===== src/rtl/tgzr_pkg.sv =====
// Shared constants, codes and types for the touch gesture zone recognizer.
// No dependencies; every other file of the block refers to this package.
`timescale 1ns / 1ps
`default_nettype none

package tgzr_pkg;

   // Panel geometry
   localparam int SCREEN_SIZE  = 466;
   localparam int INNER_RADIUS = 80;
   localparam int OUTER_RADIUS = 200;
   localparam int CENTER       = SCREEN_SIZE / 2;
   localparam int MAX_COORD    = SCREEN_SIZE - 1;
   localparam int INNER_SQ     = INNER_RADIUS * INNER_RADIUS;
   localparam int OUTER_SQ     = OUTER_RADIUS * OUTER_RADIUS;

   // Field widths
   localparam int RAW_W     = 12;
   localparam int COORD_W   = 9;
   localparam int OFS_W     = 11;  // signed offsets and travel
   localparam int SQ_W      = 2 * OFS_W;
   localparam int DIST_W    = 18;  // squared distance from center
   localparam int DISP_W    = 19;  // squared travel of a press
   localparam int STAMP_W   = 32;
   localparam int TIME_W    = 24;
   localparam int PIX_W     = 9;
   localparam int TAP_SQ_W  = 2 * PIX_W;
   localparam int CODE_W    = 3;
   localparam int CSR_IDX_W = 3;
   localparam int CSR_DAT_W = 24;

   // Register reset values
   localparam int TAP_MAX_RST      = 300000;
   localparam int HOLD_TIME_RST    = 800000;
   localparam int SWIPE_MAX_RST    = 600000;
   localparam int REPEAT_WIN_RST   = 400000;
   localparam int DEBOUNCE_RST     = 50000;
   localparam int TAP_DISP_RST     = 15;
   localparam int SWIPE_MIN_RST    = 35;
   localparam int SWIPE_CROSS_RST  = 80;

   typedef enum logic [CODE_W-1:0] {
      GEST_TAP    = 3'd0,
      GEST_DOUBLE = 3'd1,
      GEST_LONG   = 3'd2,
      GEST_UP     = 3'd3,
      GEST_DOWN   = 3'd4,
      GEST_LEFT   = 3'd5,
      GEST_RIGHT  = 3'd6
   } gesture_type;

   typedef enum logic [CODE_W-1:0] {
      ZONE_CENTER  = 3'd0,
      ZONE_TOP     = 3'd1,
      ZONE_RIGHT   = 3'd2,
      ZONE_BOTTOM  = 3'd3,
      ZONE_LEFT    = 3'd4,
      ZONE_OUTSIDE = 3'd5
   } zone_type;

   typedef enum logic [CSR_IDX_W-1:0] {
      CSR_TAP_MAX     = 3'd0,
      CSR_HOLD_TIME   = 3'd1,
      CSR_SWIPE_MAX   = 3'd2,
      CSR_REPEAT_WIN  = 3'd3,
      CSR_DEBOUNCE    = 3'd4,
      CSR_TAP_DISP    = 3'd5,
      CSR_SWIPE_MIN   = 3'd6,
      CSR_SWIPE_CROSS = 3'd7
   } csr_index_type;

endpackage

`default_nettype wire


===== src/rtl/tgzr_req_if.sv =====
// Sample channel: valid/ready handshake with one poll sample as payload.
// Depends on tgzr_pkg for field widths.
`timescale 1ns / 1ps
`default_nettype none

interface tgzr_req_if;
   logic                           valid;
   logic                           ready;
   logic                           touched;
   logic [tgzr_pkg::RAW_W-1:0]     raw_x;
   logic [tgzr_pkg::RAW_W-1:0]     raw_y;
   logic [tgzr_pkg::STAMP_W-1:0]   stamp_us;

   modport source (output valid, touched, raw_x, raw_y, stamp_us, input ready);
   modport sink   (input valid, touched, raw_x, raw_y, stamp_us, output ready);
endinterface

`default_nettype wire


===== src/rtl/tgzr_rsp_if.sv =====
// Gesture channel: valid/ready handshake carrying gesture and zone codes.
// Depends on tgzr_pkg for field widths.
`timescale 1ns / 1ps
`default_nettype none

interface tgzr_rsp_if;
   logic                          valid;
   logic                          ready;
   logic [tgzr_pkg::CODE_W-1:0]   gesture;
   logic [tgzr_pkg::CODE_W-1:0]   zone;

   modport source (output valid, gesture, zone, input ready);
   modport sink   (input valid, gesture, zone, output ready);
endinterface

`default_nettype wire


===== src/rtl/tgzr_zone.sv =====
// Zone classifier: center, compass sector or outside for one panel point.
// Exact integer squared-distance and diagonal compares; uses tgzr_pkg.
`timescale 1ns / 1ps
`default_nettype none

module tgzr_zone (
   input  logic [tgzr_pkg::COORD_W-1:0] pos_x,
   input  logic [tgzr_pkg::COORD_W-1:0] pos_y,
   output tgzr_pkg::zone_type           zone
);

   logic signed [tgzr_pkg::OFS_W-1:0] east;
   logic signed [tgzr_pkg::OFS_W-1:0] north;
   logic signed [tgzr_pkg::OFS_W-1:0] neg_east;
   logic signed [tgzr_pkg::OFS_W-1:0] neg_north;
   logic signed [tgzr_pkg::SQ_W-1:0]  east_sq;
   logic signed [tgzr_pkg::SQ_W-1:0]  north_sq;
   logic [tgzr_pkg::DIST_W-1:0]       dist_sq;

   assign east      = $signed({2'b00, pos_x}) - $signed(tgzr_pkg::OFS_W'(tgzr_pkg::CENTER));
   assign north     = $signed(tgzr_pkg::OFS_W'(tgzr_pkg::CENTER)) - $signed({2'b00, pos_y});
   assign neg_east  = -east;
   assign neg_north = -north;
   assign east_sq   = tgzr_pkg::SQ_W'(east) * tgzr_pkg::SQ_W'(east);
   assign north_sq  = tgzr_pkg::SQ_W'(north) * tgzr_pkg::SQ_W'(north);
   assign dist_sq   = tgzr_pkg::DIST_W'(east_sq) + tgzr_pkg::DIST_W'(north_sq);

   // Diagonals belong to the sector that starts there, going clockwise from top
   always_comb begin
      if (dist_sq < tgzr_pkg::DIST_W'(tgzr_pkg::INNER_SQ)) begin
         zone = tgzr_pkg::ZONE_CENTER;
      end else if (dist_sq > tgzr_pkg::DIST_W'(tgzr_pkg::OUTER_SQ)) begin
         zone = tgzr_pkg::ZONE_OUTSIDE;
      end else if (north > 0 && east >= neg_north && east < north) begin
         zone = tgzr_pkg::ZONE_TOP;
      end else if (east > 0 && north > neg_east && north <= east) begin
         zone = tgzr_pkg::ZONE_RIGHT;
      end else if (north < 0 && east > north && east <= neg_north) begin
         zone = tgzr_pkg::ZONE_BOTTOM;
      end else begin
         zone = tgzr_pkg::ZONE_LEFT;
      end
   end

endmodule

`default_nettype wire


===== src/rtl/touch_gesture_zone_recognizer_unit.sv =====
// Top level of the touch gesture zone recognizer: sample register, press
// tracking, gesture decision, debounce and result register.
// Depends on tgzr_pkg, tgzr_req_if, tgzr_rsp_if and tgzr_zone.
//
//   channel  | direction | handshake        | payload
//   req      | in        | valid/ready      | touched, raw_x, raw_y, stamp_us
//   rsp      | out       | valid/ready      | gesture, zone
//   csr      | in        | csr_we           | csr_index, csr_data
//
// One sample per cycle unless a stalled result holds the sample register. A sample is
// clamped, rotated and zone-classified on the way into the sample register; the gesture
// decision is made from the sample register and registered in the result register.
// Reset clears press, tap and debounce tracking and loads register defaults.
// A stalled result only holds off the sample register; the req side keeps
// taking samples while the sample register is empty or moving.
`timescale 1ns / 1ps
`default_nettype none

module touch_gesture_zone_recognizer_unit (
   input  logic                                clock,
   input  logic                                reset,
   tgzr_req_if.sink                            req,
   tgzr_rsp_if.source                          rsp,
   input  logic                                csr_we,
   input  logic [tgzr_pkg::CSR_IDX_W-1:0]      csr_index,
   input  logic [tgzr_pkg::CSR_DAT_W-1:0]      csr_data
);

   // ---------------- configuration registers ----------------
   logic [tgzr_pkg::TIME_W-1:0]   tap_max_ff, hold_time_ff, swipe_max_ff;
   logic [tgzr_pkg::TIME_W-1:0]   repeat_win_ff, debounce_ff;
   logic [tgzr_pkg::TAP_SQ_W-1:0] tap_sq_ff;
   logic [tgzr_pkg::PIX_W-1:0]    swipe_min_ff, swipe_cross_ff;
   logic [tgzr_pkg::PIX_W-1:0]    csr_pix;

   assign csr_pix = csr_data[tgzr_pkg::PIX_W-1:0];

   // Displacement threshold is kept squared; only the square is ever compared
   always_ff @(posedge clock) begin
      if (reset) begin
         tap_max_ff     <= tgzr_pkg::TIME_W'(tgzr_pkg::TAP_MAX_RST);
         hold_time_ff   <= tgzr_pkg::TIME_W'(tgzr_pkg::HOLD_TIME_RST);
         swipe_max_ff   <= tgzr_pkg::TIME_W'(tgzr_pkg::SWIPE_MAX_RST);
         repeat_win_ff  <= tgzr_pkg::TIME_W'(tgzr_pkg::REPEAT_WIN_RST);
         debounce_ff    <= tgzr_pkg::TIME_W'(tgzr_pkg::DEBOUNCE_RST);
         tap_sq_ff      <= tgzr_pkg::TAP_SQ_W'(tgzr_pkg::TAP_DISP_RST * tgzr_pkg::TAP_DISP_RST);
         swipe_min_ff   <= tgzr_pkg::PIX_W'(tgzr_pkg::SWIPE_MIN_RST);
         swipe_cross_ff <= tgzr_pkg::PIX_W'(tgzr_pkg::SWIPE_CROSS_RST);
      end else if (csr_we) begin
         unique case (tgzr_pkg::csr_index_type'(csr_index))
            tgzr_pkg::CSR_TAP_MAX:     tap_max_ff     <= csr_data;
            tgzr_pkg::CSR_HOLD_TIME:   hold_time_ff   <= csr_data;
            tgzr_pkg::CSR_SWIPE_MAX:   swipe_max_ff   <= csr_data;
            tgzr_pkg::CSR_REPEAT_WIN:  repeat_win_ff  <= csr_data;
            tgzr_pkg::CSR_DEBOUNCE:    debounce_ff    <= csr_data;
            tgzr_pkg::CSR_TAP_DISP:    tap_sq_ff      <= tgzr_pkg::TAP_SQ_W'(csr_pix)
                                                         * tgzr_pkg::TAP_SQ_W'(csr_pix);
            tgzr_pkg::CSR_SWIPE_MIN:   swipe_min_ff   <= csr_pix;
            tgzr_pkg::CSR_SWIPE_CROSS: swipe_cross_ff <= csr_pix;
            default: ;
         endcase
      end
   end

   // ---------------- sample register ----------------
   logic [tgzr_pkg::COORD_W-1:0] map_x, map_y;
   tgzr_pkg::zone_type           map_zone;

   logic                          s1_valid_ff;
   logic                          s1_touched_ff;
   logic [tgzr_pkg::COORD_W-1:0]  s1_x_ff, s1_y_ff;
   tgzr_pkg::zone_type            s1_zone_ff;
   logic [tgzr_pkg::STAMP_W-1:0]  s1_stamp_ff;

   logic rsp_valid_ff;
   logic out_free;
   logic fire;

   // Clamp to the panel edge, then rotate by half a turn
   always_comb begin
      if (req.raw_x >= tgzr_pkg::RAW_W'(tgzr_pkg::SCREEN_SIZE)) begin
         map_x = '0;
      end else begin
         map_x = tgzr_pkg::COORD_W'(tgzr_pkg::MAX_COORD) - req.raw_x[tgzr_pkg::COORD_W-1:0];
      end
      if (req.raw_y >= tgzr_pkg::RAW_W'(tgzr_pkg::SCREEN_SIZE)) begin
         map_y = '0;
      end else begin
         map_y = tgzr_pkg::COORD_W'(tgzr_pkg::MAX_COORD) - req.raw_y[tgzr_pkg::COORD_W-1:0];
      end
   end

   tgzr_zone u_zone (
      .pos_x (map_x),
      .pos_y (map_y),
      .zone  (map_zone)
   );

   assign out_free  = !rsp_valid_ff || rsp.ready;
   assign fire      = s1_valid_ff && out_free;
   assign req.ready = !s1_valid_ff || out_free;

   always_ff @(posedge clock) begin
      if (reset) begin
         s1_valid_ff <= 1'b0;
      end else if (req.ready) begin
         s1_valid_ff <= req.valid;
      end
   end

   always_ff @(posedge clock) begin
      if (req.valid && req.ready) begin
         s1_touched_ff <= req.touched;
         s1_x_ff       <= map_x;
         s1_y_ff       <= map_y;
         s1_zone_ff    <= map_zone;
         s1_stamp_ff   <= req.stamp_us;
      end
   end

   // ---------------- press tracking state ----------------
   logic held_ff, held_in;
   logic long_fired_ff, long_fired_in;
   logic tap_valid_ff, tap_valid_in;
   logic event_valid_ff, event_valid_in;
   tgzr_pkg::zone_type tap_zone_ff, tap_zone_in;
   tgzr_pkg::zone_type start_zone_ff, start_zone_in;
   logic [tgzr_pkg::COORD_W-1:0] start_x_ff, start_x_in, start_y_ff, start_y_in;
   logic [tgzr_pkg::COORD_W-1:0] last_x_ff, last_x_in, last_y_ff, last_y_in;
   logic [tgzr_pkg::STAMP_W-1:0] press_stamp_ff, press_stamp_in;
   logic [tgzr_pkg::STAMP_W-1:0] tap_stamp_ff, tap_stamp_in;
   logic [tgzr_pkg::STAMP_W-1:0] event_stamp_ff, event_stamp_in;

   logic rsp_valid_in;
   tgzr_pkg::gesture_type rsp_gesture_ff, rsp_gesture_in;
   tgzr_pkg::zone_type    rsp_zone_ff, rsp_zone_in;

   // Press start as seen by this sample (a touch-down starts here)
   logic [tgzr_pkg::COORD_W-1:0] eff_start_x, eff_start_y, cur_x, cur_y;
   logic [tgzr_pkg::STAMP_W-1:0] eff_press, dur, since_tap, since_event;
   tgzr_pkg::zone_type           eff_zone;
   logic                         eff_long;

   logic signed [tgzr_pkg::OFS_W-1:0] dx, dy;
   logic signed [tgzr_pkg::SQ_W-1:0]  dx_sq, dy_sq;
   logic [tgzr_pkg::DISP_W-1:0]       disp_sq;
   logic [tgzr_pkg::PIX_W-1:0]        adx, ady;
   logic signed [tgzr_pkg::OFS_W-1:0] smin_pos, smin_neg;
   logic                              stationary;
   logic                              sw_up, sw_down, sw_left, sw_right, sw_time;

   logic                  cand_valid;
   tgzr_pkg::gesture_type cand_gesture;
   logic                  debounced;
   logic                  emit;

   assign eff_start_x = held_ff ? start_x_ff : s1_x_ff;
   assign eff_start_y = held_ff ? start_y_ff : s1_y_ff;
   assign eff_press   = held_ff ? press_stamp_ff : s1_stamp_ff;
   assign eff_zone    = held_ff ? start_zone_ff : s1_zone_ff;
   assign eff_long    = held_ff && long_fired_ff;
   assign cur_x       = s1_touched_ff ? s1_x_ff : last_x_ff;
   assign cur_y       = s1_touched_ff ? s1_y_ff : last_y_ff;

   assign dur         = s1_stamp_ff - eff_press;
   assign since_tap   = s1_stamp_ff - tap_stamp_ff;
   assign since_event = s1_stamp_ff - event_stamp_ff;

   assign dx      = $signed({2'b00, cur_x}) - $signed({2'b00, eff_start_x});
   assign dy      = $signed({2'b00, cur_y}) - $signed({2'b00, eff_start_y});
   assign dx_sq   = tgzr_pkg::SQ_W'(dx) * tgzr_pkg::SQ_W'(dx);
   assign dy_sq   = tgzr_pkg::SQ_W'(dy) * tgzr_pkg::SQ_W'(dy);
   assign disp_sq = tgzr_pkg::DISP_W'(dx_sq) + tgzr_pkg::DISP_W'(dy_sq);
   assign stationary = disp_sq < {1'b0, tap_sq_ff};

   assign adx = dx[tgzr_pkg::OFS_W-1] ? tgzr_pkg::PIX_W'(-dx) : tgzr_pkg::PIX_W'(dx);
   assign ady = dy[tgzr_pkg::OFS_W-1] ? tgzr_pkg::PIX_W'(-dy) : tgzr_pkg::PIX_W'(dy);
   assign smin_pos = $signed({2'b00, swipe_min_ff});
   assign smin_neg = -smin_pos;

   assign sw_time  = dur < {8'b0, swipe_max_ff};
   assign sw_up    = dy < smin_neg && adx < swipe_cross_ff;
   assign sw_down  = dy > smin_pos && adx < swipe_cross_ff;
   assign sw_left  = dx < smin_neg && ady < swipe_cross_ff;
   assign sw_right = dx > smin_pos && ady < swipe_cross_ff;

   assign debounced = event_valid_ff && since_event < {8'b0, debounce_ff};

   always_comb begin
      held_in        = held_ff;
      long_fired_in  = long_fired_ff;
      tap_valid_in   = tap_valid_ff;
      tap_zone_in    = tap_zone_ff;
      tap_stamp_in   = tap_stamp_ff;
      start_x_in     = start_x_ff;
      start_y_in     = start_y_ff;
      start_zone_in  = start_zone_ff;
      press_stamp_in = press_stamp_ff;
      last_x_in      = last_x_ff;
      last_y_in      = last_y_ff;
      cand_valid     = 1'b0;
      cand_gesture   = tgzr_pkg::GEST_TAP;

      if (fire) begin
         if (s1_touched_ff) begin
            held_in        = 1'b1;
            start_x_in     = eff_start_x;
            start_y_in     = eff_start_y;
            start_zone_in  = eff_zone;
            press_stamp_in = eff_press;
            long_fired_in  = eff_long;
            last_x_in      = s1_x_ff;
            last_y_in      = s1_y_ff;
            if (!eff_long && dur >= {8'b0, hold_time_ff} && stationary) begin
               long_fired_in = 1'b1;
               cand_valid    = 1'b1;
               cand_gesture  = tgzr_pkg::GEST_LONG;
            end
         end else if (held_ff) begin
            held_in = 1'b0;
            if (!long_fired_ff) begin
               if (sw_time && sw_up) begin
                  cand_valid   = 1'b1;
                  cand_gesture = tgzr_pkg::GEST_UP;
               end else if (sw_time && sw_down) begin
                  cand_valid   = 1'b1;
                  cand_gesture = tgzr_pkg::GEST_DOWN;
               end else if (sw_time && sw_left) begin
                  cand_valid   = 1'b1;
                  cand_gesture = tgzr_pkg::GEST_LEFT;
               end else if (sw_time && sw_right) begin
                  cand_valid   = 1'b1;
                  cand_gesture = tgzr_pkg::GEST_RIGHT;
               end else if (dur < {8'b0, tap_max_ff} && stationary) begin
                  cand_valid = 1'b1;
                  if (tap_valid_ff && since_tap < {8'b0, repeat_win_ff}
                      && tap_zone_ff == start_zone_ff) begin
                     cand_gesture = tgzr_pkg::GEST_DOUBLE;
                     tap_valid_in = 1'b0;
                     tap_zone_in  = tgzr_pkg::ZONE_OUTSIDE;
                  end else begin
                     // tap is remembered even if debounce drops it
                     cand_gesture = tgzr_pkg::GEST_TAP;
                     tap_valid_in = 1'b1;
                     tap_zone_in  = start_zone_ff;
                     tap_stamp_in = s1_stamp_ff;
                  end
               end
            end
         end
      end
   end

   // Debounce stamp moves even when the zone is outside and nothing is sent
   always_comb begin
      event_valid_in = event_valid_ff;
      event_stamp_in = event_stamp_ff;
      emit           = 1'b0;
      if (cand_valid && !debounced) begin
         event_valid_in = 1'b1;
         event_stamp_in = s1_stamp_ff;
         emit           = eff_zone != tgzr_pkg::ZONE_OUTSIDE;
      end
   end

   always_comb begin
      rsp_valid_in   = rsp_valid_ff;
      rsp_gesture_in = rsp_gesture_ff;
      rsp_zone_in    = rsp_zone_ff;
      if (fire) begin
         rsp_valid_in = emit;
         if (emit) begin
            rsp_gesture_in = cand_gesture;
            rsp_zone_in    = eff_zone;
         end
      end else if (rsp.ready) begin
         rsp_valid_in = 1'b0;
      end
   end

   always_ff @(posedge clock) begin
      if (reset) begin
         held_ff        <= 1'b0;
         long_fired_ff  <= 1'b0;
         tap_valid_ff   <= 1'b0;
         event_valid_ff <= 1'b0;
         tap_zone_ff    <= tgzr_pkg::ZONE_OUTSIDE;
         rsp_valid_ff   <= 1'b0;
      end else begin
         held_ff        <= held_in;
         long_fired_ff  <= long_fired_in;
         tap_valid_ff   <= tap_valid_in;
         event_valid_ff <= event_valid_in;
         tap_zone_ff    <= tap_zone_in;
         rsp_valid_ff   <= rsp_valid_in;
      end
   end

   always_ff @(posedge clock) begin
      start_x_ff     <= start_x_in;
      start_y_ff     <= start_y_in;
      start_zone_ff  <= start_zone_in;
      last_x_ff      <= last_x_in;
      last_y_ff      <= last_y_in;
      press_stamp_ff <= press_stamp_in;
      tap_stamp_ff   <= tap_stamp_in;
      event_stamp_ff <= event_stamp_in;
      rsp_gesture_ff <= rsp_gesture_in;
      rsp_zone_ff    <= rsp_zone_in;
   end

   assign rsp.valid   = rsp_valid_ff;
   assign rsp.gesture = rsp_gesture_ff;
   assign rsp.zone    = rsp_zone_ff;

   // ---------------- checks ----------------
   a_no_outside_result: assert property (@(posedge clock) disable iff (reset)
      rsp_valid_ff |-> rsp_zone_ff != tgzr_pkg::ZONE_OUTSIDE)
      else $error("result carries the outside zone");

   a_silent_sample_clears_slot: assert property (@(posedge clock) disable iff (reset)
      fire && !emit |=> !rsp_valid_ff)
      else $error("result slot not cleared after a sample without result");

   a_long_while_held: assert property (@(posedge clock) disable iff (reset)
      fire && cand_valid && cand_gesture == tgzr_pkg::GEST_LONG |=> held_ff && long_fired_ff)
      else $error("long press without a held press");

   a_debounce_stamp: assert property (@(posedge clock) disable iff (reset)
      fire && emit |=> event_valid_ff && event_stamp_ff == $past(s1_stamp_ff))
      else $error("sent gesture did not update the debounce stamp");

   a_double_clears_tap: assert property (@(posedge clock) disable iff (reset)
      fire && cand_valid && cand_gesture == tgzr_pkg::GEST_DOUBLE
      |=> !tap_valid_ff && tap_zone_ff == tgzr_pkg::ZONE_OUTSIDE)
      else $error("double tap left the tap record set");

endmodule

`default_nettype wire

===== src/flat_wrapper.sv =====
// flat-port wrapper written by rule: the top's interface ports become plain ports
module touch_gesture_zone_recognizer_unit_flat 
  (clock, reset, csr_we, csr_index, csr_data, req_valid, req_touched, req_raw_x, req_raw_y, req_stamp_us, req_ready, rsp_valid, rsp_gesture, rsp_zone, rsp_ready);
  tgzr_req_if req_i ();
  tgzr_rsp_if rsp_i ();
  input  logic clock;
  input  logic reset;
  input  logic csr_we;
  input  logic [tgzr_pkg::CSR_IDX_W-1:0] csr_index;
  input  logic [tgzr_pkg::CSR_DAT_W-1:0] csr_data;
  input wire logic [$bits(req_i.valid)-1:0] req_valid;
  input wire logic [$bits(req_i.touched)-1:0] req_touched;
  input wire logic [$bits(req_i.raw_x)-1:0] req_raw_x;
  input wire logic [$bits(req_i.raw_y)-1:0] req_raw_y;
  input wire logic [$bits(req_i.stamp_us)-1:0] req_stamp_us;
  output wire logic [$bits(req_i.ready)-1:0] req_ready;
  output wire logic [$bits(rsp_i.valid)-1:0] rsp_valid;
  output wire logic [$bits(rsp_i.gesture)-1:0] rsp_gesture;
  output wire logic [$bits(rsp_i.zone)-1:0] rsp_zone;
  input wire logic [$bits(rsp_i.ready)-1:0] rsp_ready;
  assign req_i.valid = req_valid;
  assign req_i.touched = req_touched;
  assign req_i.raw_x = req_raw_x;
  assign req_i.raw_y = req_raw_y;
  assign req_i.stamp_us = req_stamp_us;
  assign req_ready = req_i.ready;
  assign rsp_valid = rsp_i.valid;
  assign rsp_gesture = rsp_i.gesture;
  assign rsp_zone = rsp_i.zone;
  assign rsp_i.ready = rsp_ready;
  touch_gesture_zone_recognizer_unit u_core (.clock(clock), .reset(reset), .req(req_i), .rsp(rsp_i), .csr_we(csr_we), .csr_index(csr_index), .csr_data(csr_data));
endmodule

===== config.mk =====
export PLATFORM = sky130hd
export DESIGN_NAME = touch_gesture_zone_recognizer_unit_flat
export DESIGN_NICKNAME = d
export VERILOG_FILES = /design/src/rtl/tgzr_pkg.sv /design/src/rtl/tgzr_req_if.sv /design/src/rtl/tgzr_rsp_if.sv /design/src/rtl/tgzr_zone.sv /design/src/rtl/touch_gesture_zone_recognizer_unit.sv /design/src/flat_wrapper.sv
export SDC_FILE = /design/constraint.sdc
export NUM_CORES = 2
export LEC_CHECK = 0
export BUFFER_PORTS_ARGS = -buffer_cell sky130_fd_sc_hd__buf_4
export CORE_ASPECT_RATIO = 1.4
export CORE_UTILIZATION = 65
export CTS_BUF_LIST = sky130_fd_sc_hd__clkbuf_2
export DETAILED_ROUTE_END_ITERATION = 6
export PLACE_DENSITY = 0.81
export SLEW_MARGIN = 20
export SYNTH_ARGS = -nofsm -noshare
export SYNTH_HDL_FRONTEND = slang
export SYNTH_SLANG_ARGS = --single-unit

===== constraint.sdc =====
create_clock -name clock -period 27.3 [get_ports clock]
set_input_delay 1.365 -clock clock [delete_from_list [all_inputs] [get_ports clock]]
set_output_delay 1.365 -clock clock [all_outputs]
set_load 0.03 [all_outputs]

==> results.md <==
* Vias/cell at 5.844
* Largest net degree at the start of global routing at around 90
* Final min period at 12560 ps
* Commonest non-fill, non-tap cell in the layout: inv_1
* Slew Viols, Final at 0
* Hold buffer count at CTS at 0
* GPL Wtd Cong at 0.9468
* Syn avg cell area at between 9 and 10 µm²
* Yosys reg bits at 359
* PostCTS Resize Cnt at 0
* Max Root-Sink Buffers at 3
* Starting DRT DRC Count at between 2000 and 2500
* Clk_lat worst skew at 1180 ps
* Hold Fails Final Rpt at 0
* Multi-input logic area at 0.02794 mm²
* Clk sinks at ~360
* Worst Skew at approximately 130 ps
* Drt total wl at roughly 100000 µm
* Num CTS Buffers at between 80 and 90
* Hpwl dp at between 80000 and 90000 µm
* Sequential share of the synthesized area at between 20 and 25%
* Row count at around 110
* Area grow syn2layout at 5.978%
* WP data arrival at 13290 ps
* Crit path max-delay cell type: dfxtp_4
* RSZ-0062 raised after global routing: no
* Post-route clock period utilization at between 40% and 50%
* Syn Nets at between 5000 and 6000
* Final cell count without fillers at about 5500
* Worst-margin pin slew at 1084 ps
* Maximum fanout along the worst path at 32
* Setup CP Type: flop to flop
* CP dominant cell by count: fa_1
* Die Width at roughly 210 µm
* Asr flop ratio synth at 0%
* Max-Slew Margin vs Limit at between 20% and 30%
* Setup Buffers After CTS at 0
* Vias in the first global route at around 33000
* Yosys warns at 0
* Hold Path Class: input pin to flop
* DRC viols at 0
* First-pass GRT wire length at between 150000 and 200000 µm
* Placed cell count at 5312
* Max Fclk at about 0.08 GHz
* Flip-flop and latch area at 0.009143 mm²
* Fin Setup TNS at 0 ps
* Initial Util at 65.65%
* Layout Nets at between 5000 and 6000
* Worst-path clk slew at ~110 ps
* CTS tree: built
* Worst path max stage delay at 690 ps
* Share of layout cells above drive strength 1 at 7.836%
* Status: completed
* Total congestion overflow at 0
* Worst setup SP type: flop
* Number of fill cells at 5007
* Placed Area at 0.04223 mm²
* Total Die Area at roughly 0.064 mm²
* Most frequent cells in the layout: 829 x inv_1, 510 x ha_1, 432 x nand2_1
* Num ports at just under 100
* Router iterations before antenna repair at 7
* Final-report setup violation count at 0
* Most common flop cell mapped by yosys: edfxtp_1
* Die Y at 297.8 µm
* Worst EP required at approximately 28000 ps
* H-tree depth at 3
* Final ANT Viol Nets at 0
* Post-Synthesis Cell Area at 0.04063 mm²
* Post-Layout Inst Area at about 0.043 mm²
* Crit path capture type: flop
* EDFF count, synth at slightly below 200
* Post-layout util at a little over two thirds
* WL/cell at ~19 µm
* Initial antenna violation count at 3
* GRT Overall Usage at approximately a third
* Number of port buffers at 96
* Root buffer selected by CTS: clkbuf_2
* Netlist cell types at about 110
* Core Region at ~0.062 mm²
* Via count at about 32000
* # Max-Cap Violations at 0
* Mapped Cells at between 4000 and 5000
registers in the layout, summed over array words and instances (netlist names), 17 cells and up:
register               cells
u_core.tap_sq_ff          17
u_core.event_stamp_ff     32
u_core.hold_time_ff       24
u_core.press_stamp_ff     32
u_core.repeat_win_ff      24
u_core.tap_max_ff         24
u_core.s1_stamp_ff        32
u_core.swipe_max_ff       24
u_core.tap_stamp_ff       32
u_core.debounce_ff        24
critical path: cells and delay by family, from the launching register on:
| family | cells | cell delay (ps) |
|---|---|---|
| AO/OA/AOI/OAI | 16 | 2940 |
| XOR/XNOR | 2 | 810 |
| adder cells (fa/ha/maj) | 10 | 4730 |
| buffers and inverters | 7 | 1560 |
| flip-flops | 1 | 690 |
| multiplexers | 1 | 250 |
| AND/OR/NAND/NOR | 3 | 1100 |
synthesized netlist by cell type (all sizes together), types with 7 or more instances:
master | number | area, µm²
a2111oi | 13 | 141.4
a211o | 48 | 420.4
a211oi | 24 | 185.2
a21boi | 8 | 60.06
a21o | 84 | 630.6
a21oi | 274 | 1375
a221oi | 7 | 80.07
a31o | 8 | 70.07
a31oi | 21 | 131.4
and2 | 37 | 231.5
and3 | 28 | 175.2
and4 | 8 | 70.07
buf | 15 | 68.82
clkbuf | 91 | 342.8
clkinv | 10 | 37.54
dfxtp | 164 | 3283
edfxtp | 195 | 5856
fa | 393 | 7868
ha | 510 | 6381
inv | 834 | 3131
mux2 | 26 | 296.5
mux2i | 67 | 674.4
nand2 | 432 | 1622
nand2b | 41 | 256.5
nand3 | 46 | 235.2
nand4 | 39 | 244.0
nor2 | 280 | 1051
nor2b | 52 | 325.3
nor3 | 65 | 335.3
nor3b | 11 | 82.58
nor4 | 14 | 87.58
o2111ai | 11 | 96.34
o211ai | 20 | 150.1
o21a | 55 | 412.9
o21ai | 130 | 654.4
o21bai | 26 | 195.2
o31a | 10 | 88.84
o31ai | 15 | 117.6
or2 | 15 | 93.85
or3 | 17 | 111.4
xnor2 | 174 | 1554
xor2 | 50 | 452.9
cell families (layout without fill, tap and decap cells):
kind of cell             count (synthesis)  after routing  share of synthesized area (%)
AND/OR/NAND/NOR                       1115           1115                          12.76
buffers and inverters                  950           1128                          8.811
adder cells (fa/ha/maj)                903            903                          35.07
AO/OA/AOI/OAI                          822            822                          13.48
flip-flops                             359            359                          22.49
XOR/XNOR                               225            225                          4.995
multiplexers                            93             93                          2.390
other                                    0              2                              0
stage by stage:
| stage | setup slack [ps] | hold WS [ps] |
|---|---|---|
| floorplan | 15170 | 431.9 |
| global placement | 15210 | 441.4 |
| detailed placement | 14780 | 443.8 |
| global route | 13910 | 314.1 |
| finish | 14740 | 364.0 |
| CTS | 14700 | 226.1 |
routing by layer:
layer | routed length [µm] | GRT usage (%) | part of all wire (%)
met5 | 0 | 0 | 0
met4 | 7445 | 22.77 | 7.3
met3 | 5534 | 4.216 | 5.4
met2 | 50640 | 56.30 | 50
met1 | 38190 | 38.30 | 38
area by class of cell:
class	count	share of cell area, %
antenna	2	0.01162
clock buffer	127	1.476
clock inverter	31	0.4301
inverter	844	7.358
multi-input combinational	3158	64.90
sequential	359	21.23
tap	825	2.397
timing repair buffer	126	2.197
worst paths after layout:
kind                               to                     from  depth (start not counted)  slack, ps
max          u_core.event_stamp_ff[6]           u_core.held_ff                         39      14740
max reg2reg  u_core.event_stamp_ff[6]           u_core.held_ff                         39      14740
min reg2reg   u_core.repeat_win_ff[3]  u_core.repeat_win_ff[3]                          2        460
min            u_core.s1_stamp_ff[18]         req_stamp_us[18]                          1        360
Power is left out: the tool's default activity adds up to more than one toggle a clock period on the data nets, which glitch-free logic cannot reach.
